<file path="src/first_order_lag_implicit_euler_unit_macros.svh">
// Assertion macros shared by the lag unit RTL.
// Included by files that check their own sequencing; no other dependencies.
`ifndef FIRST_ORDER_LAG_IMPLICIT_EULER_UNIT_MACROS_SVH
`define FIRST_ORDER_LAG_IMPLICIT_EULER_UNIT_MACROS_SVH

// Same-cycle implication, disabled while reset is low.
`define FOLI_ASSERT_IMPL(lbl, clk, rstn, ante, cons, msg) \
    lbl: assert property (@(posedge clk) disable iff (!(rstn)) (ante) |-> (cons)) \
        else $error(msg);

// Next-cycle implication, disabled while reset is low.
`define FOLI_ASSERT_NEXT(lbl, clk, rstn, ante, cons, msg) \
    lbl: assert property (@(posedge clk) disable iff (!(rstn)) (ante) |=> (cons)) \
        else $error(msg);

`endif

</file>
<file path="src/foli_pkg.sv">
// Shared types and constants of the first-order lag unit.
// No dependencies; used by foli_core and the top level.
`timescale 1ns / 1ps

package foli_pkg;

    localparam int FRAC_BITS = 16;

    localparam int GAIN_RST          = 65536;
    localparam int TIME_CONSTANT_RST = 1000;
    localparam int MAX_STEP_RST      = 10000;
    localparam int INITIAL_VALUE_RST = 0;

    typedef enum logic [1:0] {
        CFG_GAIN,
        CFG_TIME_CONSTANT,
        CFG_MAX_STEP,
        CFG_INITIAL_VALUE
    } cfg_idx_t;

    typedef struct packed {
        logic busy;
        logic done;
    } core_stat_t;

endpackage

</file>
<file path="src/foli_core.sv">
// Iterative lag update: one shared add/subtract unit under a sequencer does
// elapsed time, limit check, gain product, numerator accumulate and division.
// Depends on foli_pkg.
`timescale 1ns / 1ps

module foli_core #(
    parameter int VALUE_WIDTH = 32,
    parameter int TIME_WIDTH  = 32
) (
    input  logic                     aclk,
    input  logic                     aresetn,
    input  logic                     start,
    input  logic                     ack,
    input  logic [TIME_WIDTH-1:0]    timestamp,
    input  logic [TIME_WIDTH-1:0]    last_timestamp,
    input  logic [VALUE_WIDTH-1:0]   sample,
    input  logic [VALUE_WIDTH-1:0]   gain,
    input  logic [TIME_WIDTH-1:0]    time_constant,
    input  logic [TIME_WIDTH-1:0]    max_step,
    input  logic [VALUE_WIDTH-1:0]   held_output,
    output foli_pkg::core_stat_t     stat,
    output logic [VALUE_WIDTH-1:0]   result,
    output logic                     violation
);

    localparam int VW    = VALUE_WIDTH;
    localparam int TW    = TIME_WIDTH;
    localparam int NW    = VW + TW;
    localparam int ACC_W = VW + TW + 1;
    localparam int AW    = VW + TW + 2;
    localparam int MAXW  = (VW > TW) ? VW : TW;
    localparam int CNT_W = $clog2(MAXW);

    typedef enum logic [3:0] {
        ST_IDLE,
        ST_DT,
        ST_CHK,
        ST_DSUM,
        ST_MAGK,
        ST_MAGX,
        ST_MUL,
        ST_SAT,
        ST_PREP,
        ST_MAC,
        ST_ABS,
        ST_DIV,
        ST_FIX,
        ST_FINISH
    } state_t;

    state_t             state_reg;
    logic [CNT_W-1:0]   cnt_reg;
    logic [TW-1:0]      ts_reg;
    logic [TW-1:0]      lts_reg;
    logic [VW-1:0]      x_reg;
    logic [TW-1:0]      dt_reg;
    logic [TW:0]        dsum_reg;
    logic [TW-1:0]      t1_sh_reg;
    logic [TW-1:0]      dt_sh_reg;
    logic [VW-1:0]      km_reg;
    logic [VW-1:0]      ph_reg;
    logic [VW-1:0]      ml_reg;
    logic [VW-1:0]      kpx_reg;
    logic [VW:0]        hk_reg;
    logic [ACC_W-1:0]   acc_reg;
    logic [TW:0]        rem_reg;
    logic [VW-1:0]      quo_reg;
    logic               rneg_reg;
    logic [VW-1:0]      result_reg;
    logic               viol_reg;

    logic [AW-1:0]      alu_a;
    logic [AW-1:0]      alu_b;
    logic               alu_sub;
    logic [AW-1:0]      alu_sum;
    logic               alu_neg;

    logic [TW-1:0]      t1_eff;
    logic               pneg;
    logic [2*VW-1:0]    prod_sh;
    logic               prod_over;
    logic [VW-1:0]      sat_limit;
    logic [VW-1:0]      gm;
    logic               cnt_last;

    assign t1_eff   = (time_constant == '0) ? TW'(1) : time_constant;
    assign pneg     = gain[VW-1] ^ x_reg[VW-1];
    assign cnt_last = (cnt_reg == '0);

    // saturate |gain*sample| >> FRAC_BITS to the signed range
    assign prod_sh   = {ph_reg, ml_reg} >> foli_pkg::FRAC_BITS;
    assign prod_over = (|prod_sh[2*VW-1:VW])
                     | (prod_sh[VW-1] & (~pneg | (|prod_sh[VW-2:0])));
    assign sat_limit = pneg ? {1'b1, {(VW-1){1'b0}}} : {1'b0, {(VW-1){1'b1}}};
    assign gm        = prod_over ? sat_limit : prod_sh[VW-1:0];

    assign alu_sum = alu_a + (alu_b ^ {AW{alu_sub}}) + AW'(alu_sub);
    assign alu_neg = alu_sum[AW-1];

    always_comb begin
        alu_a   = '0;
        alu_b   = '0;
        alu_sub = 1'b0;
        case (state_reg)
            ST_DT: begin
                alu_a   = AW'(ts_reg);
                alu_b   = AW'(lts_reg);
                alu_sub = 1'b1;
            end
            ST_CHK: begin
                alu_a   = AW'(max_step);
                alu_b   = AW'(dt_reg);
                alu_sub = 1'b1;
            end
            ST_DSUM: begin
                alu_a = AW'(t1_eff);
                alu_b = AW'(dt_reg);
            end
            ST_MAGK: begin
                alu_b   = AW'($signed(gain));
                alu_sub = gain[VW-1];
            end
            ST_MAGX: begin
                alu_b   = AW'($signed(x_reg));
                alu_sub = x_reg[VW-1];
            end
            ST_MUL: begin
                alu_a = AW'(ph_reg);
                alu_b = ml_reg[0] ? AW'(km_reg) : '0;
            end
            ST_SAT: begin
                alu_b   = AW'(gm);
                alu_sub = pneg;
            end
            ST_PREP: begin
                alu_a = AW'($signed(held_output));
                alu_b = AW'($signed(kpx_reg));
            end
            ST_MAC: begin
                alu_a = AW'($signed({acc_reg[ACC_W-2:0], 1'b0}));
                case ({t1_sh_reg[TW-1], dt_sh_reg[TW-1]})
                    2'b10:   alu_b = AW'($signed(held_output));
                    2'b01:   alu_b = AW'($signed(kpx_reg));
                    2'b11:   alu_b = AW'($signed(hk_reg));
                    default: alu_b = '0;
                endcase
            end
            ST_ABS: begin
                alu_b   = AW'($signed(acc_reg));
                alu_sub = acc_reg[ACC_W-1];
            end
            ST_DIV: begin
                alu_a   = AW'({rem_reg, quo_reg[VW-1]});
                alu_b   = AW'(dsum_reg);
                alu_sub = 1'b1;
            end
            ST_FIX: begin
                alu_b   = AW'(quo_reg);
                alu_sub = rneg_reg;
            end
            default: begin
                alu_a   = '0;
                alu_b   = '0;
                alu_sub = 1'b0;
            end
        endcase
    end

    always_ff @(posedge aclk) begin
        if (!aresetn) begin
            state_reg <= ST_IDLE;
            viol_reg  <= 1'b0;
        end else begin
            case (state_reg)
                ST_IDLE: begin
                    if (start) begin
                        ts_reg    <= timestamp;
                        lts_reg   <= last_timestamp;
                        x_reg     <= sample;
                        state_reg <= ST_DT;
                    end
                end
                ST_DT: begin
                    dt_reg    <= alu_sum[TW-1:0];
                    state_reg <= ST_CHK;
                end
                ST_CHK: begin
                    viol_reg  <= alu_neg;
                    state_reg <= alu_neg ? ST_FINISH : ST_DSUM;
                end
                ST_DSUM: begin
                    dsum_reg  <= alu_sum[TW:0];
                    t1_sh_reg <= t1_eff;
                    dt_sh_reg <= dt_reg;
                    state_reg <= ST_MAGK;
                end
                ST_MAGK: begin
                    km_reg    <= alu_sum[VW-1:0];
                    state_reg <= ST_MAGX;
                end
                ST_MAGX: begin
                    ml_reg    <= alu_sum[VW-1:0];
                    ph_reg    <= '0;
                    cnt_reg   <= CNT_W'(VW - 1);
                    state_reg <= ST_MUL;
                end
                ST_MUL: begin
                    ph_reg  <= alu_sum[VW:1];
                    ml_reg  <= {alu_sum[0], ml_reg[VW-1:1]};
                    cnt_reg <= cnt_reg - CNT_W'(1);
                    if (cnt_last) begin
                        state_reg <= ST_SAT;
                    end
                end
                ST_SAT: begin
                    kpx_reg   <= alu_sum[VW-1:0];
                    state_reg <= ST_PREP;
                end
                ST_PREP: begin
                    hk_reg    <= alu_sum[VW:0];
                    acc_reg   <= '0;
                    cnt_reg   <= CNT_W'(TW - 1);
                    state_reg <= ST_MAC;
                end
                ST_MAC: begin
                    acc_reg   <= alu_sum[ACC_W-1:0];
                    t1_sh_reg <= {t1_sh_reg[TW-2:0], 1'b0};
                    dt_sh_reg <= {dt_sh_reg[TW-2:0], 1'b0};
                    cnt_reg   <= cnt_reg - CNT_W'(1);
                    if (cnt_last) begin
                        state_reg <= ST_ABS;
                    end
                end
                ST_ABS: begin
                    rneg_reg  <= acc_reg[ACC_W-1];
                    rem_reg   <= {1'b0, alu_sum[NW-1:VW]};
                    quo_reg   <= alu_sum[VW-1:0];
                    cnt_reg   <= CNT_W'(VW - 1);
                    state_reg <= ST_DIV;
                end
                ST_DIV: begin
                    if (!alu_neg) begin
                        rem_reg <= alu_sum[TW:0];
                    end else begin
                        rem_reg <= {rem_reg[TW-1:0], quo_reg[VW-1]};
                    end
                    quo_reg <= {quo_reg[VW-2:0], ~alu_neg};
                    cnt_reg <= cnt_reg - CNT_W'(1);
                    if (cnt_last) begin
                        state_reg <= ST_FIX;
                    end
                end
                ST_FIX: begin
                    result_reg <= alu_sum[VW-1:0];
                    state_reg  <= ST_FINISH;
                end
                ST_FINISH: begin
                    if (ack) begin
                        state_reg <= ST_IDLE;
                    end
                end
                default: begin
                    state_reg <= ST_IDLE;
                end
            endcase
        end
    end

    assign stat.busy = (state_reg != ST_IDLE);
    assign stat.done = (state_reg == ST_FINISH);
    assign result    = result_reg;
    assign violation = viol_reg;

endmodule

</file>
<file path="src/first_order_lag_implicit_euler_unit.sv">
// Top level of the first-order lag unit: APB register file, lag state,
// beat handshakes and output register. Depends on foli_pkg and foli_core.
//
//   channel | direction | handshake               | payload
//   --------+-----------+-------------------------+-----------------------------------------
//   s_      | in        | s_valid / s_ready       | s_timestamp, s_sample, s_enable
//   m_      | out       | m_valid / m_ready       | m_lag_output, m_enabled_out,
//           |           |                         |   m_timing_violation
//   apb     | in        | psel, penable, pready   | paddr, pwdata, prdata
//
// A running beat's length is set by the bit-serial multiply, accumulate and
// divide passes of the shared adder in foli_core; a timing violation ends the
// beat after the limit check, and a beat that does not run leaves the core idle.
// s_ready drops from acceptance until the result moves into the output
// register; a stalled m_ready holds the finished result in foli_core.
// Reset is synchronous on aresetn low and restores registers and lag state.
`timescale 1ns / 1ps

`include "first_order_lag_implicit_euler_unit_macros.svh"

module first_order_lag_implicit_euler_unit #(
    parameter int VALUE_WIDTH = 32,
    parameter int TIME_WIDTH  = 32,
    localparam int REG_W  = (VALUE_WIDTH > TIME_WIDTH) ? VALUE_WIDTH : TIME_WIDTH,
    localparam int BUS_W  = (REG_W > 32) ? 64 : 32,
    localparam int ADDR_W = (BUS_W > 32) ? 5 : 4
) (
    input  logic                    aclk,
    input  logic                    aresetn,
    input  logic                    psel,
    input  logic                    penable,
    input  logic                    pwrite,
    input  logic [ADDR_W-1:0]       paddr,
    input  logic [BUS_W-1:0]        pwdata,
    output logic [BUS_W-1:0]        prdata,
    output logic                    pready,
    input  logic                    s_valid,
    output logic                    s_ready,
    input  logic [TIME_WIDTH-1:0]   s_timestamp,
    input  logic [VALUE_WIDTH-1:0]  s_sample,
    input  logic                    s_enable,
    output logic                    m_valid,
    input  logic                    m_ready,
    output logic [VALUE_WIDTH-1:0]  m_lag_output,
    output logic                    m_enabled_out,
    output logic                    m_timing_violation
);

    localparam int VW = VALUE_WIDTH;
    localparam int TW = TIME_WIDTH;

    logic [VW-1:0]  gain_reg;
    logic [TW-1:0]  tc_reg;
    logic [TW-1:0]  ms_reg;
    logic [VW-1:0]  iv_reg;

    logic [TW-1:0]  last_ts_reg;
    logic [VW-1:0]  held_reg;
    logic           prev_en_reg;

    logic           busy_reg;
    logic           run_reg;
    logic           en_reg;

    logic           m_valid_reg;
    logic [VW-1:0]  m_lag_reg;
    logic           m_en_reg;
    logic           m_viol_reg;

    foli_pkg::cfg_idx_t   cfg_idx;
    foli_pkg::core_stat_t core_stat;
    logic                 cfg_wr;
    logic                 s_acc;
    logic                 core_start;
    logic                 core_ack;
    logic [VW-1:0]        core_result;
    logic                 core_viol;
    logic                 res_ready;
    logic                 load;
    logic [VW-1:0]        out_next;

    assign pready  = 1'b1;
    assign cfg_idx = foli_pkg::cfg_idx_t'(paddr[ADDR_W-1 -: 2]);
    assign cfg_wr  = psel & penable & pwrite & pready;

    always_comb begin
        case (cfg_idx)
            foli_pkg::CFG_GAIN:          prdata = BUS_W'(gain_reg);
            foli_pkg::CFG_TIME_CONSTANT: prdata = BUS_W'(tc_reg);
            foli_pkg::CFG_MAX_STEP:      prdata = BUS_W'(ms_reg);
            foli_pkg::CFG_INITIAL_VALUE: prdata = BUS_W'(iv_reg);
            default:                     prdata = '0;
        endcase
    end

    always_ff @(posedge aclk) begin
        if (!aresetn) begin
            gain_reg <= VW'(foli_pkg::GAIN_RST);
            tc_reg   <= TW'(foli_pkg::TIME_CONSTANT_RST);
            ms_reg   <= TW'(foli_pkg::MAX_STEP_RST);
            iv_reg   <= VW'(foli_pkg::INITIAL_VALUE_RST);
        end else if (cfg_wr) begin
            case (cfg_idx)
                foli_pkg::CFG_GAIN:          gain_reg <= pwdata[VW-1:0];
                foli_pkg::CFG_TIME_CONSTANT: tc_reg   <= pwdata[TW-1:0];
                foli_pkg::CFG_MAX_STEP:      ms_reg   <= pwdata[TW-1:0];
                foli_pkg::CFG_INITIAL_VALUE: iv_reg   <= pwdata[VW-1:0];
                default: begin
                    gain_reg <= gain_reg;
                end
            endcase
        end
    end

    assign s_ready    = ~busy_reg;
    assign s_acc      = s_valid & s_ready;
    assign core_start = s_acc & prev_en_reg & s_enable;

    assign res_ready = busy_reg & (~run_reg | core_stat.done);
    assign load      = res_ready & (~m_valid_reg | m_ready);
    assign core_ack  = load & run_reg;
    assign out_next  = ~run_reg ? iv_reg : (core_viol ? held_reg : core_result);

    foli_core #(
        .VALUE_WIDTH (VALUE_WIDTH),
        .TIME_WIDTH  (TIME_WIDTH)
    ) u_core (
        .aclk           (aclk),
        .aresetn        (aresetn),
        .start          (core_start),
        .ack            (core_ack),
        .timestamp      (s_timestamp),
        .last_timestamp (last_ts_reg),
        .sample         (s_sample),
        .gain           (gain_reg),
        .time_constant  (tc_reg),
        .max_step       (ms_reg),
        .held_output    (held_reg),
        .stat           (core_stat),
        .result         (core_result),
        .violation      (core_viol)
    );

    always_ff @(posedge aclk) begin
        if (!aresetn) begin
            last_ts_reg <= '0;
            held_reg    <= '0;
            prev_en_reg <= 1'b0;
            busy_reg    <= 1'b0;
            run_reg     <= 1'b0;
            m_valid_reg <= 1'b0;
        end else begin
            if (s_acc) begin
                busy_reg    <= 1'b1;
                run_reg     <= prev_en_reg & s_enable;
                en_reg      <= s_enable;
                last_ts_reg <= s_timestamp;
                prev_en_reg <= s_enable;
            end
            if (load) begin
                busy_reg    <= 1'b0;
                held_reg    <= out_next;
                m_valid_reg <= 1'b1;
                m_lag_reg   <= out_next;
                m_en_reg    <= en_reg;
                m_viol_reg  <= run_reg & core_viol;
            end else if (m_ready) begin
                m_valid_reg <= 1'b0;
            end
        end
    end

    assign m_valid            = m_valid_reg;
    assign m_lag_output       = m_lag_reg;
    assign m_enabled_out      = m_en_reg;
    assign m_timing_violation = m_viol_reg;

    `FOLI_ASSERT_NEXT(a_accept_closes, aclk, aresetn, s_valid && s_ready, !s_ready, "ready after accept")
    `FOLI_ASSERT_IMPL(a_start_idle, aclk, aresetn, core_start, !core_stat.busy, "start while core busy")
    `FOLI_ASSERT_IMPL(a_done_owned, aclk, aresetn, core_stat.done, busy_reg && run_reg, "stray core result")
    `FOLI_ASSERT_IMPL(a_viol_enabled, aclk, aresetn, m_valid && m_timing_violation, m_enabled_out, "violation while disabled")

endmodule
</file>
<file path="config.mk">
export PLATFORM = sky130hd
export DESIGN_NAME = first_order_lag_implicit_euler_unit
export DESIGN_NICKNAME = d
export VERILOG_FILES = /design/src/foli_pkg.sv /design/src/foli_core.sv /design/src/first_order_lag_implicit_euler_unit.sv
export VERILOG_INCLUDE_DIRS = /design/src /design/src/src
export SDC_FILE = /design/constraint.sdc
export NUM_CORES = 2
export LEC_CHECK = 0
export BUFFER_PORTS_ARGS = -buffer_cell sky130_fd_sc_hd__buf_4
export CORE_AREA = 2 2 419 213
export CTS_CLUSTER_SIZE = 24
export DETAILED_ROUTE_END_ITERATION = 10
export DIE_AREA = 0 0 421 215
export PLACE_DENSITY_LB_ADDON = 0.1
export SETUP_SLACK_MARGIN = 0.2
export SYNTH_ARGS = -nofsm -noshare
export SYNTH_HDL_FRONTEND = slang
export SYNTH_SLANG_ARGS = --single-unit
</file>
<file path="constraint.sdc">
create_clock -name aclk -period 5.7 [get_ports aclk]
set_clock_uncertainty 0.05 [all_clocks]
set_input_delay 0.855 -clock aclk [delete_from_list [all_inputs] [get_ports aclk]]
set_output_delay 0.855 -clock aclk [all_outputs]
set_load 0.02 [all_outputs]
</file>
Word level (Yosys, flattened, before mapping)
Index checks and enable logic that the tools add are counted.
Cells by class
  equal/unequal tests: 24
  bitwise operators: 23
  reduce and logical (&&, ||, !) cells: 37
  add/subtract/negate cells: 3
  muxes and demuxes: 29
Operator list (number)
  one-hot mux 66 bit (11 select lines): 1
  one-hot mux 66 bit (7 select lines): 1
  one-hot mux 32 bit (2 select lines): 5
  one-hot mux 66 bit (3 select lines): 1
  two-way mux 32 bit: 6
  one-hot mux 65 bit (2 select lines): 1
  one-hot mux 32 bit (4 select lines): 1
  adder 66 x 1 -> 66 bit: 1
  adder 66 bit: 1
  one-hot mux 33 bit (2 select lines): 1
  bitwise XOR 66 bit: 1
  one-hot mux 4 bit (14 select lines): 1
  AND reduction 2 bit: 18
  two-way mux 33 bit: 1
  logical NOT 32 bit: 1
  OR reduction 31 bit: 1
  == test 4 bit, second input constant: 6
  two-way mux 4 bit: 6
  == test 4 x 3 -> 1 bit, second input constant: 4
  OR reduction 16 bit: 1
  nonzero test 2 bit: 6
  AND 1 bit: 11
  one-hot mux 5 bit (2 select lines): 1
  OR reduction 3 bit: 3
  other kinds (18): 36
Word-level totals
  word-level logic and storage cells: 150
  bits in registers: 790

Logic depth before layout (Yosys ltp)
  depth after elaboration: 12
  gate-level depth with buffers: 23
  depth with buffers taken out: 22

Cells and area by module
From an unflattened synthesis, not the netlist that was laid out.
Second synthesis, totals
  cells, all modules: 3580
  area, all modules: 38866.0 um^2
By module, submodules not included
  foli_core: cells an instance 2694, sequential area each 16736.1 um^2, times used 1, area each 29309.4 um^2
  first_order_lag_implicit_euler_unit: cells an instance 886, sequential area each 4974.8 um^2, times used 1, area each 9556.7 um^2

Worst setup path before layout
No wires, ideal clock.
  path type: in2reg
  start: input aresetn
  end: register u_core.acc_reg[0] (enable)
  path slack: -502 ps
  setup time: 568 ps
  required time: 5082 ps
  arrival time: 5584 ps
  path buffers: 1
  stages on the path: 3
  cells stage by stage: inv_2 > clkbuf_1 > nor3_1
Between the ends
  cells in the longest elaborated chain, start to end: 1
RTL lines
  from (decl): RTL line first_order_lag_implicit_euler_unit.sv:29  | input logic aresetn,
  AND reduction 2 bit (no line)
  to (signal assigned): RTL line foli_core.sv:226  | acc_reg <= alu_sum[ACC_W-1:0];
  to (decl): RTL line foli_core.sv:65  | logic [ACC_W-1:0] acc_reg;
Every way passes these cells.
A chain may end at the register's enable or synchronous reset.

Final worst setup path
  start: register u_core.ml_reg[17]
  end: register u_core.rem_reg[27] (data pin)
Between the ends
  cells in the longest elaborated chain, start to end: 11
RTL lines
  from (decl): RTL line foli_core.sv:62  | logic [VW-1:0] ml_reg;
  from (signal assigned): RTL line foli_core.sv:202  | ml_reg <= alu_sum[VW-1:0];
  from (signal assigned): RTL line foli_core.sv:209  | ml_reg <= {alu_sum[0], ml_reg[VW-1:1]};
  OR reduction 31 bit: RTL line foli_core.sv:93  | | (prod_sh[VW-1] & (~pneg | (|prod_sh[VW-2:0])));
  bitwise OR 1 bit: RTL line foli_core.sv:93
  AND 1 bit: RTL line foli_core.sv:93
  bitwise OR 1 bit: RTL line foli_core.sv:93
  two-way mux 32 bit (*): RTL line foli_core.sv:95  | assign gm = prod_over ? sat_limit : prod_sh[VW-1:0];
  one-hot mux 66 bit (11 select lines) (*): RTL line foli_core.sv:104  | case (state_reg)
  bitwise XOR 66 bit (*): RTL line foli_core.sv:97  | assign alu_sum = alu_a + (alu_b ^ {AW{alu_sub}}) + AW'(alu_sub);
  adder 66 bit (*): RTL line foli_core.sv:97
  adder 66 x 1 -> 66 bit (*): RTL line foli_core.sv:97
  two-way mux 33 bit: RTL line foli_core.sv:242  | if (!alu_neg) begin
  one-hot mux 33 bit (2 select lines) (*): RTL line foli_core.sv:174  | case (state_reg)
  to (signal assigned): RTL line foli_core.sv:236  | rem_reg <= {1'b0, alu_sum[NW-1:VW]};
  to (signal assigned): RTL line foli_core.sv:243  | rem_reg <= alu_sum[TW:0];
  to (signal assigned): RTL line foli_core.sv:245  | rem_reg <= {rem_reg[TW-1:0], quo_reg[VW-1]};
  to (decl): RTL line foli_core.sv:66  | logic [TW:0] rem_reg;
Every way passes the cells marked *; elsewhere a longest branch is shown, timed or not.

==> impl_metrics.toml <==
[placement]
dp_slack_ns = -0.407
place.gp.congestion = 0.984
post_dp_cell_area_um2 = 44500
place_hpwl_um = 112000
placement.io_buffers = 173

[global_routing]
grt_pass1_wl_um = 221000
grt_util_all_layers_pct = 33.4
gr-total-overflow = 0
antenna_found_initial = 4
grt_start_max_net_pins = 126
first_global_vias = 31000

[floorplan]
initial_standard_cell_utilization_of_the_core_pct = 44.6
placement_rows = 77
core_area_um2 = 87200
die_area_um2 = 90500
die_boundary_height_um = 215
die_width_um = 421
floorplan.io_pins = 177

[route]
drt_first_iter_violations = 5010
detailroute.via_count = 34000
post_detailed_route_wirelength_per_cell_um = 28.4
routed_wirelength_um = 157000
antenna_left = 0
drc_violation_count_after_routing = 0
drt_pre_antenna_iters = 7
viasPerCell = 6.18

[layout]
nNetsFinal = 4430
post-route-cell-area_um2 = 48900
largest_register_ffs = 65
final_layout_size_suffix_gt1_share_pct = 25.1
layout_area_growth_over_synthesis_pct = 25.7

[timing]
final-hold-violation-count = 0
max_freq_mhz = 178
finalWorstPathRequiredPeriod_ns = 5.63
rsz0062_at_grt = "true"
timing.final.ws_setup_ns = 0.0730
tightest_slew_ns = 1.19
timing.max_slew.rel_slack_pct = 20.7
finalMaxSlewViolations = 0
setup-violations-final = 0
finalCritPeriodShare_pct = 98.7

[synthesis]
synth-warning-count = 0
ys.flop_type = "sky130_fd_sc_hd__edfxtp_1"
number_of_standard_cells_after_synthesis = 3788
synth_top_area_share_pct = 45.5
asyncSetResetFlopFracSynth_pct = 0
ys_ff_latch = 790
fraction_of_the_yosys_area_taken_by_sequential_cells_pct = 55.8
synth.area.top_cells = "sky130_fd_sc_hd__edfxtp_1, sky130_fd_sc_hd__dfxtp_1, sky130_fd_sc_hd__nand2_1, sky130_fd_sc_hd__a21oi_1, sky130_fd_sc_hd__clkbuf_1"
synth.largest_area_cell = "sky130_fd_sc_hd__edfxtp_1"
syn_nets = 3962
synth_cell_type_count = 88
number_of_enable_type_register_cells_in_the_synthesized_netlist = 589
synthesis.area_per_instance_um2 = 10.3
netlist_area_before_placement_um2 = 38900

[power]
ir_worst_vdd_mv = 0.233
total_power_density_per_cell_area_nw_per_um2 = 258
p_leak_nw = 18.2
fin_total_pwr_mw = 12.6

[setup_path]
r2r_cell_count = 24
regToRegStartpoint = "u_core.ml_reg[17]$_DFFE_PP_"
worst_path_dominant_cell_family = "simple AND/OR/NAND/NOR gates"
cp_cell_sequence = "nor4_1 > and4_1 > nand4_1 > buf_6 > o21ai_4 > nand2_4 > buf_6 > o21ai_1 > buf_4 > nand4_1 > xnor2_1 > ha_1 > buf_4 > a21oi_4 > buf_4 > a32oi_4 > a21oi_2 > o21a_1 > or4b_4 > o211ai_1 > xor2_1 > buf_4 > o211ai_1 > a21boi_2"
worstSetupPathType = "flip-flop to flip-flop"
most_numerous_cell_on_the_critical_path = "sky130_fd_sc_hd__buf_4"
critical_path_required_ns = 6.05
critPathMaxFanout = 8
cp.buffers_inverters = 6
critical-path-slowest-cell = "sky130_fd_sc_hd__or4b_4"
cp_data_arrival_time_ns = 5.98
reg2reg_setup_slack_ns = 0.07
crit-reg2reg-capture = "u_core.rem_reg[27]$_DFFE_PP_"
critical_path.startpoint_type = "flip-flop"
end_kind = "flip-flop"
max_stage_delay_ns = 0.47
timing.critical_path.from = "u_core.ml_reg[17]$_DFFE_PP_"

[clocking]
clock_path_buffers = 3
h-tree-depth = 3
worst_skew_pair_later_pin_latency_ns = 0.68
worst_setup_hold_path_clk_slew_ns = 0.07
clockRootBuffer = "sky130_fd_sc_hd__clkbuf_16"
ctsHoldBuffers = 0
cts_tree = "yes"
numCtsBuffers = 76
cts.sinks = 790

[min_path]
hp-class = "input pin to flip-flop"
min_delay_worst_endpoint = "u_core.x_reg[1]$_DFFE_PP_"
min_from = "s_sample[1]"
min_path_cells = 1

[run]
max_cap_violations = 0

[status]
run_status = "finished, final reports clean"
-- cells by family after synthesis --
kind of cell               count (synthesis)  synth area share (%)
other                                      1               0.00964
xor gates and xnor gates                 116                  2.61
adders and majority gates                 66                  2.14
buffers and inverters                    348                  3.43
muxes                                    121                  4.25
DFF                                      790                  55.8
AOI/OAI and AO/OA                       1025                  17.2
and+or+nand+nor                         1321                  14.5
-- stage by stage --
stage | hold WS [ns] | instances | utilization, % | TNS [ns]
floorplan | 0.350 | 3788 | - | 0
global placement | 0.358 | 5307 | 51.0 | -15.25
detailed placement | 0.366 | 5307 | 51.0 | -23.04
CTS | 0.274 | 5467 | 54.6 | 0
global route | 0.288 | 5503 | 56.1 | -1.37
finish | 0.304 | 5504 | 56.1 | 0
-- routing by layer --
| metal | share of wire [%] | up-vias | track usage [%] |
|---|---|---|---|
| met4 | 2.4 | 4 | 8.47 |
| met5 | 0.017 | - | 0 |
| met3 | 13 | 202 | 9.16 |
| met1 | 44 | 16800 | 50.9 |
| met2 | 41 | 2108 | 46.1 |
| li1 | - | 14900 | - |
-- cell usage in the layout, fill, tap and decap left out, types with 82 or more instances in the layout --
cell type	count
sky130_fd_sc_hd__a21oi_1	377
sky130_fd_sc_hd__a22oi_1	104
sky130_fd_sc_hd__buf_4	572
sky130_fd_sc_hd__clkbuf_16	84
sky130_fd_sc_hd__dfxtp_1	199
sky130_fd_sc_hd__edfxtp_1	589
sky130_fd_sc_hd__nand2_1	765
sky130_fd_sc_hd__nor2_1	224
sky130_fd_sc_hd__o21ai_0	85
sky130_fd_sc_hd__xnor2_1	82
-- final cells by class --
class	count	area [um^2]
well taps	1185	1480
inverters	70	279
clock inverters	42	427
flip-flops and latches	790	21700
clock buffers	98	2120
diodes	1	2.50
fillers	7731	38300
repair buffers	668	5710
multi-input cells	2650	17200
-- what timing repair did --
action	in CTS	in global routing
setup endpoints to repair	206	265
gates cloned	2	5
gates resized for setup	112	233
pin swaps	57	76
hold endpoints to repair	0	0
buffers inserted	18	31
-- power by group --
| part | switching [mW] | internal [mW] |
|---|---|---|
| registers | 0.0351 | 6.23 |
| logic | 0.632 | 0.402 |
| clock network | 2.37 | 2.97 |
| total | 3.04 | 9.60 |
-- cell usage after synthesis, types with 10 or more instances --
cell type	n
sky130_fd_sc_hd__o211ai_1	15
sky130_fd_sc_hd__o21bai_1	15
sky130_fd_sc_hd__edfxtp_1	589
sky130_fd_sc_hd__mux2i_1	56
sky130_fd_sc_hd__nand4_1	65
sky130_fd_sc_hd__a22oi_1	104
sky130_fd_sc_hd__inv_1	67
sky130_fd_sc_hd__nand2b_1	11
sky130_fd_sc_hd__a31oi_1	10
sky130_fd_sc_hd__nor3_1	35
sky130_fd_sc_hd__or2_2	11
sky130_fd_sc_hd__nand2_1	775
sky130_fd_sc_hd__nor2_1	243
sky130_fd_sc_hd__and2_1	17
sky130_fd_sc_hd__dfxtp_1	201
sky130_fd_sc_hd__mux2_2	33
sky130_fd_sc_hd__xor2_1	21
sky130_fd_sc_hd__nor4_1	25
sky130_fd_sc_hd__o21ai_0	139
sky130_fd_sc_hd__a221oi_1	65
sky130_fd_sc_hd__a21o_1	61
sky130_fd_sc_hd__o21a_1	15
sky130_fd_sc_hd__a22o_1	60
sky130_fd_sc_hd__a211oi_1	16
sky130_fd_sc_hd__xnor2_1	95
sky130_fd_sc_hd__clkbuf_1	243
sky130_fd_sc_hd__and3_1	15
sky130_fd_sc_hd__ha_1	65
sky130_fd_sc_hd__nor2b_1	10
sky130_fd_sc_hd__a21boi_0	10
sky130_fd_sc_hd__nand3_1	80
sky130_fd_sc_hd__a222oi_1	31
sky130_fd_sc_hd__mux4_2	32
sky130_fd_sc_hd__buf_1	22
sky130_fd_sc_hd__a21oi_1	406
-- worst max-delay path by stage --
stage	end	slack (ns)	depth (start not counted)
after detailed placement	u_core.rem_reg[30]$_DFFE_PP_	-0.41	24
after global placement	u_core.result[28]$_DFFE_PP_	-0.32	24
after CTS	u_core.rem_reg[26]$_DFFE_PP_	0.15	26
final	u_core.rem_reg[27]$_DFFE_PP_	0.07	24
after global routing	u_core.rem_reg[0]$_DFFE_PP_	-0.1	24
after floorplan	u_core.rem_reg[13]$_DFFE_PP_	0.56	22
No activity file was read; power rests on OpenSTA's default activity.
